===== src/design/assert_macros.svh =====
// Assertion macros shared by the terminal cursor engine RTL.
// Depends on nothing; included by files that carry concurrent assertions.
`ifndef ASSERT_MACROS_SVH
`define ASSERT_MACROS_SVH

// Same-cycle implication, checked outside reset.
`define ASSERT_IMPL(label, clk, rst_n, ante, cons, msg) \
    label: assert property (@(posedge clk) disable iff (!rst_n) (ante) |-> (cons)) \
        else $error(msg);

// Next-cycle implication, checked outside reset.
`define ASSERT_NEXT(label, clk, rst_n, ante, cons, msg) \
    label: assert property (@(posedge clk) disable iff (!rst_n) (ante) |=> (cons)) \
        else $error(msg);

`endif


===== src/design/tte_pkg.sv =====
// Types and fixed constants of the text terminal cursor engine.
// Depends on nothing; used by every module of the block.
package tte_pkg;

    localparam int COORD_W   = 12;
    localparam int COLOR_W   = 24;
    localparam int CFG_IDX_W = 3;

    // Drawing command codes.
    localparam logic [1:0] OP_GLYPH  = 2'd0;
    localparam logic [1:0] OP_FILL   = 2'd1;
    localparam logic [1:0] OP_SCROLL = 2'd2;

    // Control characters.
    localparam logic [7:0] CH_BS    = 8'd8;
    localparam logic [7:0] CH_TAB   = 8'd9;
    localparam logic [7:0] CH_NL    = 8'd10;
    localparam logic [7:0] CH_CR    = 8'd13;
    localparam logic [7:0] CH_SPACE = 8'd32;

    // Configuration register indexes.
    localparam logic [CFG_IDX_W-1:0] REG_ENABLE = 3'd0;
    localparam logic [CFG_IDX_W-1:0] REG_COLS   = 3'd1;
    localparam logic [CFG_IDX_W-1:0] REG_ROWS   = 3'd2;
    localparam logic [CFG_IDX_W-1:0] REG_FG     = 3'd3;
    localparam logic [CFG_IDX_W-1:0] REG_BG     = 3'd4;

    // Register reset values.
    localparam logic [7:0]         RST_COLS = 8'd80;
    localparam logic [6:0]         RST_ROWS = 7'd25;
    localparam logic [COLOR_W-1:0] RST_FG   = 24'hE8E8E8;
    localparam logic [COLOR_W-1:0] RST_BG   = 24'h1A1A24;

    typedef struct packed {
        logic       command;
        logic [7:0] char_code;
    } t_in_item;

    typedef struct packed {
        logic [1:0]         op;
        logic [COORD_W-1:0] pixel_x;
        logic [COORD_W-1:0] pixel_y;
        logic [COORD_W-1:0] rect_width;
        logic [COORD_W-1:0] rect_height;
        logic [7:0]         glyph;
        logic [COLOR_W-1:0] fg_out;
        logic [COLOR_W-1:0] bg_out;
        logic               last;
    } t_out_item;

    // Operands of the shared multiply-add unit: base + a * b.
    typedef struct packed {
        logic [COORD_W-1:0] base;
        logic [7:0]         a;
        logic [5:0]         b;
    } t_mac_req;

endpackage


===== src/design/tte_mac.sv =====
// Shared multiply-add unit: registers base + a * b, kept to 12 bits.
// Depends on tte_pkg for the request struct and coordinate width.
module tte_mac (
    input  logic                        i_clk,
    input  logic                        i_start,
    input  tte_pkg::t_mac_req           i_req,
    output logic [tte_pkg::COORD_W-1:0] o_res
);

    logic [13:0]                 w_sum;
    logic [tte_pkg::COORD_W-1:0] r_res;

    assign w_sum = 14'(i_req.base) + (14'(i_req.a) * 14'(i_req.b));

    always_ff @(posedge i_clk) begin
        if (i_start) begin
            r_res <= w_sum[tte_pkg::COORD_W-1:0];
        end
    end

    assign o_res = r_res;

endmodule


===== src/design/tte_obuf.sv =====
// Output register stage holding one drawing command until it is taken.
// Depends on tte_pkg for the result item type.
module tte_obuf (
    input  logic               i_clk,
    input  logic               i_rst_n,
    input  logic               i_load,
    input  tte_pkg::t_out_item i_data,
    input  logic               i_ready,
    output logic               o_free,
    output logic               o_valid,
    output tte_pkg::t_out_item o_data
);

    logic               r_valid;
    tte_pkg::t_out_item r_data;

    assign o_free = !r_valid || i_ready;

    always_ff @(posedge i_clk) begin
        if (!i_rst_n) begin
            r_valid <= 1'b0;
        end else if (o_free) begin
            r_valid <= i_load;
        end
    end

    always_ff @(posedge i_clk) begin
        if (i_load && o_free) begin
            r_data <= i_data;
        end
    end

    assign o_valid = r_valid;
    assign o_data  = r_data;

endmodule


===== src/design/text_terminal_cursor_engine.sv =====
// Text terminal cursor engine: cursor sequencer, config registers, output stage.
// Depends on tte_pkg, tte_mac, tte_obuf and assert_macros.svh.
// Each drawing command passes through the states MUL_A and MUL_B, one per multiply-add,
// and EMIT, which waits for the output register; an input that draws nothing never leaves
// IDLE. A new request is taken only in IDLE, once the previous one has drawn all its commands.
// Reset (synchronous, active low) homes the cursor and loads register defaults.
`include "assert_macros.svh"

module text_terminal_cursor_engine #(
    parameter int GLYPH_WIDTH  = 8,
    parameter int GLYPH_HEIGHT = 16,
    parameter int LEFT_MARGIN  = 12,
    parameter int TOP_MARGIN   = 40,
    parameter int TAB_STOP     = 8
) (
    input  logic                          i_clk,
    input  logic                          i_rst_n,
    // Request channel: one character or clear command per request.
    input  logic                          i_in_valid,
    output logic                          o_in_ready,
    input  tte_pkg::t_in_item             i_in_data,
    // Drawing command channel.
    output logic                          o_out_valid,
    input  logic                          i_out_ready,
    output tte_pkg::t_out_item            o_out_data,
    // Configuration write port.
    input  logic                          i_cfg_we,
    input  logic [tte_pkg::CFG_IDX_W-1:0] i_cfg_idx,
    input  logic [tte_pkg::COLOR_W-1:0]   i_cfg_data
);

    // The tab phase tracks cursor_col modulo TAB_STOP, so a tab never needs
    // a divider: it is kept up to date on every cursor move.
    localparam int PW = $clog2(TAB_STOP);
    localparam int LW = $clog2(TAB_STOP + 1);

    localparam logic [PW-1:0] PHASE_LAST = PW'(TAB_STOP - 1);
    localparam logic [LW-1:0] TAB_COUNT  = LW'(TAB_STOP);

    localparam logic [tte_pkg::COORD_W-1:0] LM = tte_pkg::COORD_W'(LEFT_MARGIN);
    localparam logic [tte_pkg::COORD_W-1:0] TM = tte_pkg::COORD_W'(TOP_MARGIN);
    localparam logic [tte_pkg::COORD_W-1:0] GW = tte_pkg::COORD_W'(GLYPH_WIDTH);
    localparam logic [tte_pkg::COORD_W-1:0] GH = tte_pkg::COORD_W'(GLYPH_HEIGHT);
    localparam logic [5:0] GW_M = 6'(GLYPH_WIDTH);
    localparam logic [5:0] GH_M = 6'(GLYPH_HEIGHT);

    // One-hot sequencer. MUL_A and MUL_B issue the two multiply-adds of a
    // command (x then y for a cell, width then height for the whole area);
    // EMIT waits for the output register and then decides what follows.
    typedef enum logic [3:0] {
        S_IDLE  = 4'b0001,
        S_MUL_A = 4'b0010,
        S_MUL_B = 4'b0100,
        S_EMIT  = 4'b1000
    } t_state;

    // Configuration registers.
    logic                        r_enable;
    logic [7:0]                  r_cols;
    logic [6:0]                  r_rows;
    logic [tte_pkg::COLOR_W-1:0] r_fg;
    logic [tte_pkg::COLOR_W-1:0] r_bg;

    // Cursor and sequencer state.
    t_state        r_state,  n_state;
    logic [7:0]    r_col,    n_col;
    logic [6:0]    r_row,    n_row;
    logic [PW-1:0] r_phase,  n_phase;
    logic [1:0]    r_op,     n_op;
    logic          r_area,   n_area;
    logic [7:0]    r_glyph,  n_glyph;
    logic [LW-1:0] r_left,   n_left;
    logic [tte_pkg::COORD_W-1:0] r_res_a, n_res_a;

    logic [7:0]                  w_cols_eff;
    logic [6:0]                  w_rows_eff;
    logic [8:0]                  w_col_inc;
    logic [7:0]                  w_row_inc;
    logic                        w_wrap;
    logic                        w_row_over;
    logic                        w_accept;
    logic                        w_mac_start;
    tte_pkg::t_mac_req           w_mac_req;
    logic [tte_pkg::COORD_W-1:0] w_mac_res;
    logic                        w_out_free;
    logic                        w_out_load;
    tte_pkg::t_out_item          w_out_item;

    // A size of zero behaves as one.
    assign w_cols_eff = (r_cols == 8'd0) ? 8'd1 : r_cols;
    assign w_rows_eff = (r_rows == 7'd0) ? 7'd1 : r_rows;

    // Cursor advance tests, one bit wider so that the last column and row
    // at their maximum cannot wrap around.
    assign w_col_inc  = {1'b0, r_col} + 9'd1;
    assign w_row_inc  = {1'b0, r_row} + 8'd1;
    assign w_wrap     = w_col_inc >= {1'b0, w_cols_eff};
    assign w_row_over = w_row_inc >= {1'b0, w_rows_eff};

    assign o_in_ready = (r_state == S_IDLE);
    assign w_accept   = i_in_valid && o_in_ready;

    always_ff @(posedge i_clk) begin
        if (!i_rst_n) begin
            r_enable <= 1'b0;
            r_cols   <= tte_pkg::RST_COLS;
            r_rows   <= tte_pkg::RST_ROWS;
            r_fg     <= tte_pkg::RST_FG;
            r_bg     <= tte_pkg::RST_BG;
        end else if (i_cfg_we) begin
            case (i_cfg_idx)
                tte_pkg::REG_ENABLE: r_enable <= i_cfg_data[0];
                tte_pkg::REG_COLS:   r_cols   <= i_cfg_data[7:0];
                tte_pkg::REG_ROWS:   r_rows   <= i_cfg_data[6:0];
                tte_pkg::REG_FG:     r_fg     <= i_cfg_data;
                tte_pkg::REG_BG:     r_bg     <= i_cfg_data;
                default: ;
            endcase
        end
    end

    // The multiply-add unit sees the cell position for cell commands and the
    // area size for clear and scroll.
    always_comb begin
        w_mac_start = (r_state == S_MUL_A) || (r_state == S_MUL_B);
        if (r_state == S_MUL_A) begin
            w_mac_req.base = r_area ? '0 : LM;
            w_mac_req.a    = r_area ? w_cols_eff : r_col;
            w_mac_req.b    = GW_M;
        end else begin
            w_mac_req.base = r_area ? '0 : TM;
            w_mac_req.a    = r_area ? {1'b0, w_rows_eff} : {1'b0, r_row};
            w_mac_req.b    = GH_M;
        end
    end

    tte_mac u_mac (
        .i_clk   (i_clk),
        .i_start (w_mac_start),
        .i_req   (w_mac_req),
        .o_res   (w_mac_res)
    );

    // The second product stays in the unit's register while EMIT waits, so
    // the command is assembled from it and the first product kept here.
    always_comb begin
        w_out_item.op          = r_op;
        w_out_item.pixel_x     = r_area ? LM : r_res_a;
        w_out_item.pixel_y     = r_area ? TM : w_mac_res;
        w_out_item.rect_width  = r_area ? r_res_a : GW;
        w_out_item.rect_height = r_area ? w_mac_res : GH;
        w_out_item.glyph       = (r_op == tte_pkg::OP_GLYPH) ? r_glyph : 8'd0;
        w_out_item.fg_out      = r_fg;
        w_out_item.bg_out      = r_bg;
        w_out_item.last        = 1'b1;
        if (r_op == tte_pkg::OP_GLYPH) begin
            // A glyph is last only when it neither scrolls nor has more
            // tab spaces behind it.
            w_out_item.last = !(w_wrap && w_row_over) && (r_left == LW'(1));
        end else if (r_op == tte_pkg::OP_SCROLL) begin
            w_out_item.last = (r_left == '0);
        end
    end

    assign w_out_load = (r_state == S_EMIT) && w_out_free;

    always_comb begin
        n_state = r_state;
        n_col   = r_col;
        n_row   = r_row;
        n_phase = r_phase;
        n_op    = r_op;
        n_area  = r_area;
        n_glyph = r_glyph;
        n_left  = r_left;
        n_res_a = r_res_a;
        case (r_state)
            S_IDLE: begin
                if (w_accept && r_enable) begin
                    if (i_in_data.command) begin
                        n_op    = tte_pkg::OP_FILL;
                        n_area  = 1'b1;
                        n_left  = '0;
                        n_state = S_MUL_A;
                    end else begin
                        case (i_in_data.char_code)
                            tte_pkg::CH_NL: begin
                                n_col   = 8'd0;
                                n_phase = '0;
                                if (w_row_over) begin
                                    n_row   = w_rows_eff - 7'd1;
                                    n_op    = tte_pkg::OP_SCROLL;
                                    n_area  = 1'b1;
                                    n_left  = '0;
                                    n_state = S_MUL_A;
                                end else begin
                                    n_row = w_row_inc[6:0];
                                end
                            end
                            tte_pkg::CH_CR: begin
                                n_col   = 8'd0;
                                n_phase = '0;
                            end
                            tte_pkg::CH_TAB: begin
                                n_op    = tte_pkg::OP_GLYPH;
                                n_area  = 1'b0;
                                n_glyph = tte_pkg::CH_SPACE;
                                n_left  = TAB_COUNT - LW'(r_phase);
                                n_state = S_MUL_A;
                            end
                            tte_pkg::CH_BS: begin
                                // Backspace at column zero does nothing.
                                if (r_col != 8'd0) begin
                                    n_col   = r_col - 8'd1;
                                    n_phase = (r_phase == '0) ? PHASE_LAST
                                                              : r_phase - PW'(1);
                                    n_op    = tte_pkg::OP_FILL;
                                    n_area  = 1'b0;
                                    n_left  = '0;
                                    n_state = S_MUL_A;
                                end
                            end
                            default: begin
                                n_op    = tte_pkg::OP_GLYPH;
                                n_area  = 1'b0;
                                n_glyph = i_in_data.char_code;
                                n_left  = LW'(1);
                                n_state = S_MUL_A;
                            end
                        endcase
                    end
                end
            end
            S_MUL_A: begin
                n_state = S_MUL_B;
            end
            S_MUL_B: begin
                n_res_a = w_mac_res;
                n_state = S_EMIT;
            end
            S_EMIT: begin
                if (w_out_free) begin
                    n_state = S_IDLE;
                    case (r_op)
                        tte_pkg::OP_GLYPH: begin
                            n_left = r_left - LW'(1);
                            if (w_wrap) begin
                                n_col   = 8'd0;
                                n_phase = '0;
                                if (w_row_over) begin
                                    // Scroll before any further tab space.
                                    n_row   = w_rows_eff - 7'd1;
                                    n_op    = tte_pkg::OP_SCROLL;
                                    n_area  = 1'b1;
                                    n_state = S_MUL_A;
                                end else begin
                                    n_row = w_row_inc[6:0];
                                end
                            end else begin
                                n_col   = w_col_inc[7:0];
                                n_phase = (r_phase == PHASE_LAST) ? '0
                                                                  : r_phase + PW'(1);
                            end
                            if (!(w_wrap && w_row_over) && (r_left != LW'(1))) begin
                                n_state = S_MUL_A;
                            end
                        end
                        tte_pkg::OP_SCROLL: begin
                            // Remaining tab spaces resume on the new row.
                            if (r_left != '0) begin
                                n_op    = tte_pkg::OP_GLYPH;
                                n_area  = 1'b0;
                                n_state = S_MUL_A;
                            end
                        end
                        tte_pkg::OP_FILL: begin
                            // A whole-area fill is a clear: home the cursor.
                            if (r_area) begin
                                n_col   = 8'd0;
                                n_row   = 7'd0;
                                n_phase = '0;
                            end
                        end
                        default: ;
                    endcase
                end
            end
            default: begin
                n_state = S_IDLE;
            end
        endcase
    end

    always_ff @(posedge i_clk) begin
        if (!i_rst_n) begin
            r_state <= S_IDLE;
            r_col   <= 8'd0;
            r_row   <= 7'd0;
            r_phase <= '0;
            r_left  <= '0;
        end else begin
            r_state <= n_state;
            r_col   <= n_col;
            r_row   <= n_row;
            r_phase <= n_phase;
            r_left  <= n_left;
        end
    end

    always_ff @(posedge i_clk) begin
        r_op    <= n_op;
        r_area  <= n_area;
        r_glyph <= n_glyph;
        r_res_a <= n_res_a;
    end

    tte_obuf u_obuf (
        .i_clk   (i_clk),
        .i_rst_n (i_rst_n),
        .i_load  (w_out_load),
        .i_data  (w_out_item),
        .i_ready (i_out_ready),
        .o_free  (w_out_free),
        .o_valid (o_out_valid),
        .o_data  (o_out_data)
    );

    // The tab phase must stay a valid column residue.
    `ASSERT_IMPL(a_phase_range, i_clk, i_rst_n, 1'b1, (int'(r_phase) < TAB_STOP), "tab phase out of range")

    // A request taken while disabled starts no work.
    `ASSERT_NEXT(a_disabled_idle, i_clk, i_rst_n, (w_accept && !r_enable), (r_state == S_IDLE), "disabled request started work")

    // Fills and scrolls carry no glyph.
    `ASSERT_IMPL(a_glyph_zero, i_clk, i_rst_n, (o_out_valid && (o_out_data.op != tte_pkg::OP_GLYPH)), (o_out_data.glyph == 8'd0), "non-glyph command carries a glyph")

endmodule

===== config.mk =====
export PLATFORM = sky130hd
export DESIGN_NAME = text_terminal_cursor_engine
export DESIGN_NICKNAME = d
export VERILOG_FILES = /design/src/design/tte_pkg.sv /design/src/design/tte_mac.sv /design/src/design/tte_obuf.sv /design/src/design/text_terminal_cursor_engine.sv
export VERILOG_INCLUDE_DIRS = /design/src /design/src/design
export SDC_FILE = /design/constraint.sdc
export NUM_CORES = 1
export LEC_CHECK = 0
export BUFFER_PORTS_ARGS = -buffer_cell sky130_fd_sc_hd__buf_2
export CAP_MARGIN = 20
export CORE_MARGIN = 2
export CORE_UTILIZATION = 30
export DETAILED_ROUTE_END_ITERATION = 10
export PLACE_DENSITY = 0.49
export RECOVER_POWER = 50
export SYNTH_ARGS = -nofsm -noshare
export SYNTH_HDL_FRONTEND = slang
export SYNTH_SLANG_ARGS = --single-unit

===== constraint.sdc =====
create_clock -name i_clk -period 6.2 [get_ports i_clk]
set_input_delay 1.24 -clock i_clk [delete_from_list [all_inputs] [get_ports i_clk]]
set_output_delay 1.24 -clock i_clk [all_outputs]
set_load 0.02 [all_outputs]

# Yosys cells after proc, flatten, opt, wreduce, memory -nomap -nowiden
# Index checks and enable logic that the tools add are counted.
dict set report totals {
  ff_bits 233
  in_bits 41
  output_inout_bits 109
  elab_cells 183
}
dict set report op_classes {
  add_sub_neg 9
  multipliers 1
  order_cmp 2
  n_eq_ne 32
  mux 79
  bitwise_logic 2
  reduce_logical 33
}
# op n
set op_table {}
lappend op_table {{two-way mux 8 bit} 8}
lappend op_table {{case mux 8 bit (2 select lines)} 4}
lappend op_table {{two-way mux 7 bit} 9}
lappend op_table {{two-way mux 4 bit} 13}
lappend op_table {{equality test 8 x 4 -> 1 bit (second input constant)} 4}
lappend op_table {{case mux 4 bit (4 select lines)} 2}
lappend op_table {{case mux 7 bit (2 select lines)} 2}
lappend op_table {{two-way mux 3 bit} 8}
lappend op_table {{AND reduction 8 bit} 3}
lappend op_table {{two-way mux 2 bit} 10}
lappend op_table {{two-way mux 20 bit} 1}
lappend op_table {{case mux 3 bit (2 select lines)} 3}
lappend op_table {{case mux 4 bit (2 select lines)} 2}
lappend op_table {{inequality test 3 bit (second input constant)} 5}
lappend op_table {{adder 6 x 12 -> 12 bit} 1}
lappend op_table {{multiplier 8 x 6 -> 12 bit} 1}
lappend op_table {{case mux 4 bit (3 select lines)} 1}
lappend op_table {{AND reduction 2 bit} 5}
lappend op_table {{adder 8 x 1 -> 9 bit (second input constant)} 1}
lappend op_table {{greater-or-equal comparator 9 x 8 -> 1 bit} 1}
lappend op_table {{two-way mux 1 bit} 9}
lappend op_table {{inequality test 3 x 2 -> 1 bit (second input constant)} 3}
lappend op_table {{adder 7 x 1 -> 8 bit (second input constant)} 1}
lappend op_table {{equality test 4 x 1 -> 1 bit (second input constant)} 2}
lappend op_table {{other kinds (41)} 59}

# Logic depth before layout (Yosys ltp)
dict set report logic_depth {
  depth_word 10
  mapped_depth 15
  depth_no_buf 15
}

# Hierarchy
# From an unflattened synthesis, not the netlist that was laid out.
dict set report hier_totals {
  hier_cells 1049
  hier_area_um2 11459.7
}
# mod n_inst cells_per_inst area_per_inst_um2 seq_area_each_um2
set modules_own_cells {}
lappend modules_own_cells {text_terminal_cursor_engine 1 737 6180.9 2492.4}
lappend modules_own_cells {tte_obuf 1 112 3270.6 3233.1}
lappend modules_own_cells {tte_mac 1 200 2008.2 360.3}

# Worst setup path after synthesis
# Ideal clock, no wire load.
dict set report synth_path {
  kind {input port to flip-flop}
  startpoint {input i_out_ready}
  endpoint {register u_obuf.r_data (netlist bit u_obuf.o_data[0]), enable pin}
  setup_time_ps 558
  arrival_time_ps 5480
  required_time_ps 5642
  setup_slack_ps 163
  cell_stages 2
  n_path_buf 0
  path_cell_list {nor2b_1 > nor2_1}
}
dict set report synth_via {
  elab_chain_len 3
}
# element line_no
set synth_rtl {}
lappend synth_rtl {{from (decl)} text_terminal_cursor_engine.sv:24} ;# input logic i_out_ready,
lappend synth_rtl {{logical OR 1 bit} tte_obuf.sv:17} ;# assign o_free = !r_valid || i_ready;
lappend synth_rtl {{logical AND 1 bit} text_terminal_cursor_engine.sv:165} ;# assign w_out_load = (r_state == S_EMIT) && w_out_free;
lappend synth_rtl {{net u_obuf.i_load} tte_obuf.sv:6} ;# input logic i_load,
lappend synth_rtl {{logical AND 1 bit} tte_obuf.sv:28} ;# if (i_load && o_free) begin
lappend synth_rtl {{to (signal assigned)} tte_obuf.sv:29} ;# r_data <= i_data;
lappend synth_rtl {{to (decl)} tte_obuf.sv:15} ;# tte_pkg::t_out_item r_data;
# The timed path passes the listed nets, and every way through them passes these cells.
# A chain may end at the register's enable or synchronous reset.

# Worst setup path after layout
dict set report layout_path {
  startpoint {register r_area}
  endpoint {register u_mac.r_res (netlist bit u_mac.o_res[11]) (data pin)}
}
dict set report layout_via {
  elab_chain_len 4
  elab_cells_between_ends 7
  cone_classes {add/sub: 1; mul: 1; mux: 5}
}
# element line_no
set layout_rtl {}
lappend layout_rtl {{from (decl)} text_terminal_cursor_engine.sv:70} ;# logic r_area, n_area;
lappend layout_rtl {{from (signal assigned)} text_terminal_cursor_engine.sv:312} ;# r_area <= n_area;
lappend layout_rtl {{two-way mux 7 bit or two-way mux 8 bit (tied branches)} {text_terminal_cursor_engine.sv:132, text_terminal_cursor_engine.sv:128}}
lappend layout_rtl {{two-way mux 20 bit *} text_terminal_cursor_engine.sv:126} ;# if (r_state == S_MUL_A) begin
lappend layout_rtl {{multiplier 8 x 6 -> 12 bit} tte_mac.sv:13} ;# assign w_sum = 14'(i_req.base) + (14'(i_req.a) * 14'(i_req.b));
lappend layout_rtl {{adder 6 x 12 -> 12 bit *} tte_mac.sv:13}
lappend layout_rtl {{net u_mac.w_sum[11]} tte_mac.sv:10} ;# logic [13:0] w_sum;
lappend layout_rtl {{to (signal assigned)} tte_mac.sv:17} ;# r_res <= w_sum[tte_pkg::COORD_W-1:0];
lappend layout_rtl {{to (decl)} tte_mac.sv:11} ;# logic [tte_pkg::COORD_W-1:0] r_res;
# Mark *: on every way through the listed nets, which the timed path passes. The rest lies on a longest branch.

==> impl_results.md <==
- Final wirelength: 23400 um
- Post-synthesis simple-gate area fraction: 16.8%
- Post-synthesis mux area share: 2.55%
- FP Rows: 66
- CTS tree: yes
- Htree depth: 1
- Residual DRC: 0
- Post-CTS Setup Repair Bufs: 0
- FF/Latch Area: 5730 sq um
- RSZ-0062 raised after global routing: false
- Routed vias: 6926
- Final TNS setup: 0 ns
- Share of cells above drive strength 1: 17.7%
- First-pass GRT wire length: 36600 um
- Initial antenna violation count: 0
- Rel. slew slack: -83.9%
- Fin. max-slew vios: 103
- Compound-Gate Fraction of Synth Area: 10.9%
- Post-Syn Area: 9960 sq um
- Hold buffers post-CTS: 0
- Pre-antenna DRT Iters: 6
- Netlist cell types: 72
- Total gr overflow: 0
- Area Growth Syn to Fin: 19.5%
- Final hold violation count: 0
- Required time of the critical path: 6.48 ns
- Core region area: 32600 sq um
- Min Tclk post-route: 4.53 ns
- Vias in the first global route: 6512
- ANT cells: 0
- HP Class: flip-flop to flip-flop
- Starting density of the core: 30.5%
- Clk sinks: 221
- Max-cap violations: 2
- DP Area: 11100 sq um
- Sequence of cells on the critical path: clkbuf_1 > mux4_2 > ha_1 > ha_1 > ha_1 > a31oi_1 > inv_1 > a31oi_1 > o21bai_1 > a21oi_1 > xnor2_1
- Fillers: 3292
- Routed vias/inst: 4.63
- Root Buffer: clkbuf_16
- Largest net degree at the start of global routing: 97
- Avg Cell Area, Syn: 11.1 sq um
- Syn Inst Count: 896
- CTS clk-pin slew, worst paths: 0.06 ns
- Slew @ Worst Pin: 2.76 ns
- Synthesis Warnings: 0
- Cell repeated most along the worst path: ha_1
- Setup Viol. Count Final: 0
- PwrDens: 273 nW/um^2
- Longest Clk Path Bufs: 3
- DR WL/cell: 15.7 um
- CP Data Arrival Time: 4.81 ns
- Worst path slowest cell: clkbuf_1
- Nature of the critical path startpoint: flip-flop
- DP HPWL: 16100 um
- Finished Core Util: 36.5%
- Main combinational cell family by area after synthesis: simple AND/OR/NAND/NOR gates
- Largest delay contributor family on the critical path: buffers and inverters
- Number of DRC markers in iteration 0: 480
- Top flip-flop cell by instance count after synthesis: edfxtp_1
- Sequential share of the synthesized area: 57.5%
- Dominant cell type by area after synthesis: edfxtp_1
- Resized Gates After CTS: 0
- RePlAce Congestion: 0.886
- Critical path peak fanout: 50
- Io pins: 150
- Port buffer count: 141
- Antenna-violating nets left: 0
- Finished Cell Area: 11900 sq um
- Nets@finish: 1122
- Synth Area in XOR/XNOR: 2.55%
- All-Layer GR Usage: 13.4%
- Buf/Inv on CP: 2
- Worst Setup Path Type: flip-flop to flip-flop
- Static leakage: 4.60 nW
- Status: finished with violations
- Worst skew pair latency: 0.53 ns
- Worst VDD drop: 0.142 mV
- Worst setup EP type: flip-flop
- Register bit total from synthesis: 221
- Max stage delay on crit path: 1.44 ns
- Failing checks: capacitance limit, slew limit
- Die Y: 186 um
- Tcrit/Tclk final: 73.1%
- EDFF count, synth: 130
- Fmax: 221 MHz
- Area share of the largest cell type after synthesis: 39.2%
- Post-synth ARST share: 0%
- Top cells by area in the synthesized netlist: edfxtp_1 (39%), dfxtp_1 (18%), ha_1 (5.9%)
- Die area: 34700 sq um
- Total CTS buffers: 25
- Die W: 186 um
- Adder-cell share of the synthesized area: 5.91%
- Worst Clk Skew: 0.0111 ns
- Multi-input gate area: 3890 sq um
synth_stat cells, types with 20 or more instances:
cell type and count:
edfxtp_1 130, a21boi_0 37, nor2_1 32, clkbuf_1 42
nand2_1 148, xnor2_1 20, nand3_1 36, o21ai_0 27
and2_1 32, nor2b_1 24, inv_1 32, dfxtp_1 91
a21oi_1 24, ha_1 47
logic make-up (layout without fill, tap and decap cells):
group | Yosys count | in the layout
compound gates | 152 | 152
simple gates | 339 | 339
flops | 221 | 221
mux | 19 | 19
xor+xnor | 29 | 29
buf+inv | 88 | 233
other cells | 1 | 13
fa+ha+maj | 47 | 47
power by group:
part           internal, mW  switching, mW  total [mW]
Clock                 0.912          0.599        1.51
Sequential             1.56         0.0177        1.58
Combinational        0.0597         0.0926       0.152
Total                  2.53          0.709        3.24
layout by cell type, fill, tap and decap left out, types with 5 or more instances in the layout:
master / n
o31ai_1: 5
nor2b_1: 24
clkbuf_1: 36
dfxtp_1: 91
and2_0: 15
clkinv_2: 7
clkbuf_16: 25
xor2_1: 9
nand3_1: 36
buf_2: 117
mux2i_1: 13
nand2_1: 148
or2_2: 7
nand2b_1: 7
nor2_1: 32
a21oi_1: 24
buf_4: 6
nor4_1: 5
and2_1: 17
xnor2_1: 20
a21boi_0: 37
and3_1: 7
edfxtp_1: 130
mux4_2: 5
conb_1: 13
o211ai_1: 5
ha_1: 47
o21ai_0: 27
nor3_1: 18
a31oi_1: 5
inv_1: 32
state kept, by name (all words and copies together) (netlist names):
register / cells
r_area: 1
r_bg: 24
r_col: 8
r_cols: 8
r_enable: 1
r_fg: 24
r_glyph: 8
r_left: 4
r_op: 2
r_phase: 3
r_res_a: 10
r_row: 7
r_rows: 7
r_state: 4
u_mac.o_res: 10
u_obuf.o_data: 99
u_obuf.o_valid: 1
metal layers:
metal,vias up,global-route usage [%],part of all wire [%]
met5,-,0,0
met4,0,4.00,2.2
met3,34,2.38,4.4
met2,154,23.1,49
met1,3291,17.2,44
li1,3447,-,-
metrics by stage:
step,power [mW],setup WS (ns),hold slack (ns),cells
floorplan,1.71,0.163,0.408,908
global placement,1.76,2.61,0.412,1446
detailed placement,1.76,2.57,0.414,1447
CTS,3.29,2.55,0.428,1493
global route,3.36,1.15,0.433,1495
finish,3.24,1.67,0.427,1495
worst paths after layout:
kind	cells after the start	slack [ns]	startpoint	to
worst max-delay path	11	1.67	r_area$_DFFE_PP_	u_mac.o_res[11]$_DFFE_PP_
worst min-delay path	0	0.43	r_bg[17]$_SDFFE_PN1P_	u_obuf.o_data[18]$_DFFE_PP_
worst max register to register	11	1.67	r_area$_DFFE_PP_	u_mac.o_res[11]$_DFFE_PP_
worst min register to register	0	0.43	r_bg[17]$_SDFFE_PN1P_	u_obuf.o_data[18]$_DFFE_PP_
worst register-to-register path: stages, from the launching register on:
cell and delay, ns:
edfxtp_1 0.51, clkbuf_1 1.44, mux4_2 0.48, ha_1 0.32, ha_1 0.30, ha_1 0.35, a31oi_1 0.23, inv_1 0.07
a31oi_1 0.24, o21bai_1 0.09, a21oi_1 0.17, xnor2_1 0.09
cell type report:
class / count / share of cell area (%)
Timing Repair Buffer: 155 / 6.50
Tap cell: 442 / 4.65
Inverter: 32 / 1.01
Clock buffer: 31 / 5.45
Clock inverter: 15 / 1.56
Multi-Input combinational cell: 599 / 32.7
Sequential cell: 221 / 48.1
(Power assumes the default switching activity.)
